[config.mk]
export PLATFORM = sky130hd
export DESIGN_NAME = lbs_merge
export DESIGN_NICKNAME = d
export VERILOG_FILES = /design/src/lbs_pkg.sv /design/src/lbs_merge.sv
export SDC_FILE = /design/constraint.sdc
export NUM_CORES = 2
export LEC_CHECK = 0
export BUFFER_PORTS_ARGS = -buffer_cell sky130_fd_sc_hd__buf_2
export CORE_AREA = 10 10 646 648
export CTS_CLUSTER_DIAMETER = 200
export DETAILED_ROUTE_END_ITERATION = 8
export DIE_AREA = 0 0 656 658
export PLACE_DENSITY_LB_ADDON = 0.1
export SLEW_MARGIN = 20
export SYNTH_ARGS = -nofsm -noshare
export SYNTH_HDL_FRONTEND = slang
export SYNTH_SLANG_ARGS = --single-unit
[constraint.sdc]
create_clock -name clk -period 9.6 [get_ports clk]
set_input_delay 0.96 -clock clk [delete_from_list [all_inputs] [get_ports clk]]
set_output_delay 0.96 -clock clk [all_outputs]
set_load 0.01 [all_outputs]
[src/lbs_pkg.sv]
`default_nettype none
// ----------------------------------------------------------------------------
// lbs_pkg
// Shared types and constants of the linear blend skinning core.
// ----------------------------------------------------------------------------
package lbs_pkg;

  localparam int BONES         = 4;
  localparam int PALETTE_SLOTS = 64;
  localparam int ELEMS         = 12;
  localparam int ROW_W         = $clog2(PALETTE_SLOTS);
  localparam int ELEM_W        = 4;
  localparam int ID_W          = 7;
  localparam int WGT_W         = 16;

  localparam logic [ID_W-1:0] END_MARK = 7'd127;

  localparam logic [7:0] REG_PALETTE_SIZE    = 8'd0;
  localparam logic [7:0] REG_NORMALS_ENABLED = 8'd1;

  // widths of the intermediate terms
  localparam int D_W   = 48;   // clamped position difference
  localparam int DN_W  = 35;   // normal difference
  localparam int CP_W  = 65;   // d * w
  localparam int CN_W  = 52;   // dn * w

  typedef logic signed [31:0]     word_t;
  typedef logic signed [15:0]     half_t;
  typedef logic [WGT_W-1:0]       wgt_t;
  typedef logic signed [CP_W-1:0] cpos_t;
  typedef logic signed [CN_W-1:0] cnrm_t;

  typedef struct packed {
    logic bad;
    logic last;
  } meta_t;

endpackage : lbs_pkg
`default_nettype wire

[src/lbs_merge.sv]
`default_nettype none
// ----------------------------------------------------------------------------
// lbs_merge
// Sums the lane contributions onto the rest vertex, saturates and holds the
// result beat in the output register; normals pass unchanged when disabled.
// ----------------------------------------------------------------------------
module lbs_merge (
  input  wire logic            clk,
  input  wire logic            rst,
  input  wire logic            en,
  input  wire logic            s4_valid,
  input  wire lbs_pkg::meta_t  s4_meta,
  input  wire logic            nrm_en,
  input  wire lbs_pkg::word_t  s4_pos [3],
  input  wire lbs_pkg::half_t  s4_nrm [3],
  input  wire lbs_pkg::cpos_t  cpos [lbs_pkg::BONES][3],
  input  wire lbs_pkg::cnrm_t  cnrm [lbs_pkg::BONES][3],
  output logic                 out_valid,
  output lbs_pkg::word_t       res_pos [3],
  output lbs_pkg::half_t       res_nrm [3],
  output lbs_pkg::meta_t       res_meta
);
  import lbs_pkg::*;

  logic signed [52:0] psum [3];
  logic signed [39:0] nsum [3];
  word_t pnext [3];
  half_t nnext [3];

  always_comb begin
    for (int r = 0; r < 3; r++) begin
      psum[r] = 53'(s4_pos[r]);
      nsum[r] = 40'(s4_nrm[r]);
      for (int b = 0; b < BONES; b++) begin
        psum[r] = psum[r] + 53'(cpos[b][r] >>> 15);
        nsum[r] = nsum[r] + 40'(cnrm[b][r] >>> 15);
      end
      priority if (psum[r] > 53'sh7FFFFFFF) begin
        pnext[r] = 32'sh7FFFFFFF;
      end else if (psum[r] < -53'sh80000000) begin
        pnext[r] = -32'sh80000000;
      end else begin
        pnext[r] = psum[r][31:0];
      end
      priority if (!nrm_en) begin
        nnext[r] = s4_nrm[r];
      end else if (nsum[r] > 40'sh7FFF) begin
        nnext[r] = 16'sh7FFF;
      end else if (nsum[r] < -40'sh8000) begin
        nnext[r] = -16'sh8000;
      end else begin
        nnext[r] = nsum[r][15:0];
      end
    end
  end

  always_ff @(posedge clk) begin
    if (rst) begin
      out_valid <= 1'b0;
    end else if (en) begin
      out_valid <= s4_valid;
    end
  end

  always_ff @(posedge clk) begin
    if (en) begin
      res_pos  <= pnext;
      res_nrm  <= nnext;
      res_meta <= s4_meta;
    end
  end

endmodule : lbs_merge
`default_nettype wire

==> results.md <==
* Vias in the first global route at 48,600
* Most common cell after layout, fill and taps aside: inv_1
* CP bufs+invs at 5
* Iteration-0 DRC Markers at 2,056
* Synth top area share at 34.0%
* H-tree depth at 4
* Setup TNS at 0 ps
* Crit path largest cell delay at 790 ps
* Fmax at 0.130 GHz
* Count of cell types in the netlist at about 110
* Synth Register Bits at 147
* Placer Congestion at 0.831
* Top cell type by total area after synthesis: fa_1
* Synth Cell Area at about 47,000 um2
* Via count at 43,600
* Routed vias/inst at ~3.5
* Share of layout cells above drive strength 1 at 20.8%
* Worst-Margin Slew at 986 ps
* Total GRT Usage at 12.5%
* Number of remaining DRC errors at 0
* Final setup fails at 0
* CP max stage cell: nor4_1
* CP max FO at 16
* First-pass GRT wire length at 386,000 um
* Antenna-violating nets left at 0
* Pin count of the biggest net entering global routing at 84
* Routed wire length per instance at 22.4 um
* DIE AREA at between 400,000 and 500,000 um2
* Crit start category: input port
* Complex-gate fraction of the synthesized area at 16.1%
* Total setup buffers inserted after CTS at 0
* Core Util, Final at between 10% and 20%
* Final min period at slightly below 8000 ps
* IO Port Bufs at 1,341
* Cells after Synth at 5,780
* Yosys warns at 0
* Initial core utilization at 11.6%
* Most frequent cells in the layout: inv_1, buf_2, fa_1, a21oi_1, nand2_1
* RSZ-0062 raised after global routing: no
* Area Overhead vs Synth at 29.6%
* Outcome: finished, final reports clean
* Worst Setup End Kind: flip-flop
* Worst VDD drop at 0.228 mV
* CP Data Arrival Time at 7940 ps
* Insertion delay to the later sink of the worst-skew pair at 570 ps
* Final wirelength at 280,000 um
* Fin crit share at 80.1%
* Required time worst endpoint at 9850 ps
* Hold Crit Class: flip-flop to flip-flop
* Dpl hpwl at 259,000 um
* FFs w/ async S/R, synth at 0%
* # IOs at 1,702
* Ranking of synthesized cells by area: fa_1, inv_1, edfxtp_1, ha_1, a21oi_1
* CTS Buf Count at 21
* Top Family by Delay on Critical Path: adder cells
* Grt total ovfl at 0
* Main synth FF type: edfxtp_1
* Synth Area in Adders at 41.4%
* Pwr dens at 290 nW/um2
* Rows at around 230
* Sequential area share after synthesis at 9.40%
* Area of the core at 405,000 um2
* PostCTS Resize Cnt at 0
* Number of synthesized flops with an enable pin at 146
* Post-synthesis simple-gate area fraction at 10.6%
* Critical path type: input port to flip-flop
* Clock root buffer: clkbuf_16
* Syn Nets at ~8,400
* P_leak at between 0.03 and 0.04 uW
* Mux share of post-synthesis cell area at 0.579%
* Chip width at 656 um
* Hold-fix buffer count after cts at 0
* Overall power at 17,600 uW
* Deepest clock path buffer count at 3
* DRT Pass-1 Iters at 5
* Hold Fails Final Rpt at 0
* XOR/XNOR Fraction of Synth Area at 4.07%
* Chip height at 658 um
* CTS tree: built
* Crit-path cells: buf_2 > inv_2 > fa_1 > inv_1 > fa_1 > inv_1 > fa_1 > inv_1 > ha_1 > nand4_1 > nor4_1 > o2111ai_1 > a31oi_1 > o21ai_0 > mux2i_1 > or3b_2 > nor2_1 > a41o_1 > a32oi_1
* Max transition margin at approximately a third
* Avg Inst Size Synth at 8.11 um2
* Placed Area at between 50,000 and 60,000 um2
* Cell area after layout at 60,700 um2
* CTS Sinks at 147
* Max cap viols at 0
* Final Net Count at 9,650
* Largest family of logic cells by synthesized area: adder cells
* Final slew viol count at 0
* Final Skew at 0 ps
* Clock-pin transition on the worst setup and hold timing paths at 70 ps
* Antenna violations before repair at 197
==> registers in the layout, indices dropped and copies added, names as in the netlist <==
signal     cells
res_nrm       48
res_meta       2
out_valid      1
res_pos       96
==> synthesized netlist by cell type (all sizes together), types with 42 or more instances <==
cell type	instances
inv	2052
fa	795
a21oi	331
nand2	283
ha	279
o21ai	257
nor2	197
a21o	151
edfxtp	146
xnor2	121
clkbuf	103
nand4	101
xor2	97
nand3	73
nor3	62
o21bai	42
==> final cells by class <==
cell class / instances / area [um2]
clock inverters: 10 / 159
multi-input cells: 3441 / 34100
well taps: 5428 / 6790
fillers: 47100 / 344000
flip-flops and latches: 147 / 4400
clock buffers: 23 / 543
inverters: 2052 / 7700
diodes: 42 / 105
repair buffers: 1358 / 6870
==> worst min-delay path, delay by kind of cell (launching register included) <==
family	cells	cell delay (ps)
DFF	1	320
and+or+nand+nor	1	80
muxes	1	60
==> per-layer routing <==
layer | vias up | track usage [%] | share of wire, %
met5 | - | 0 | 0.21
li1 | 20400 | - | -
met1 | 21500 | 14.4 | 39
met3 | 359 | 3.27 | 6.3
met2 | 1241 | 23.5 | 52
met4 | 92 | 2.09 | 2.0
==> kinds of logic after synthesis <==
family,Yosys count
compound gates,1151
xor+xnor,218
fa+ha+maj,1074
buf+inv,2192
flops,147
mux,27
simple gates,971
==> path summary, 6_finish.rpt <==
path | cells past startpoint | slack [ps] | from | to
max | 19 | 1910 | s4_nrm[47] | res_nrm[33]
min | 2 | 500 | out_valid | out_valid
max reg2reg | 2 | 9020 | out_valid | out_valid
min reg2reg | 2 | 500 | out_valid | out_valid
==> stage by stage <==
stage	hold WS, ps	setup slack [ps]	std cells
2_1_floorplan	528	3160	5780
3_3_place_gp	476	971	12400
3_5_place_dp	486	1210	12400
4_1_cts	441	1850	12500
5_1_grt	478	1450	12500
6_report	497	1910	12500
==> power breakdown <==
part           total [uW]  internal [uW]  switching [uW]
clock network         972            520             453
registers            1500           1330             161
logic               15100           5370            9770
Note: power is estimated with default switching activity, not from simulation.
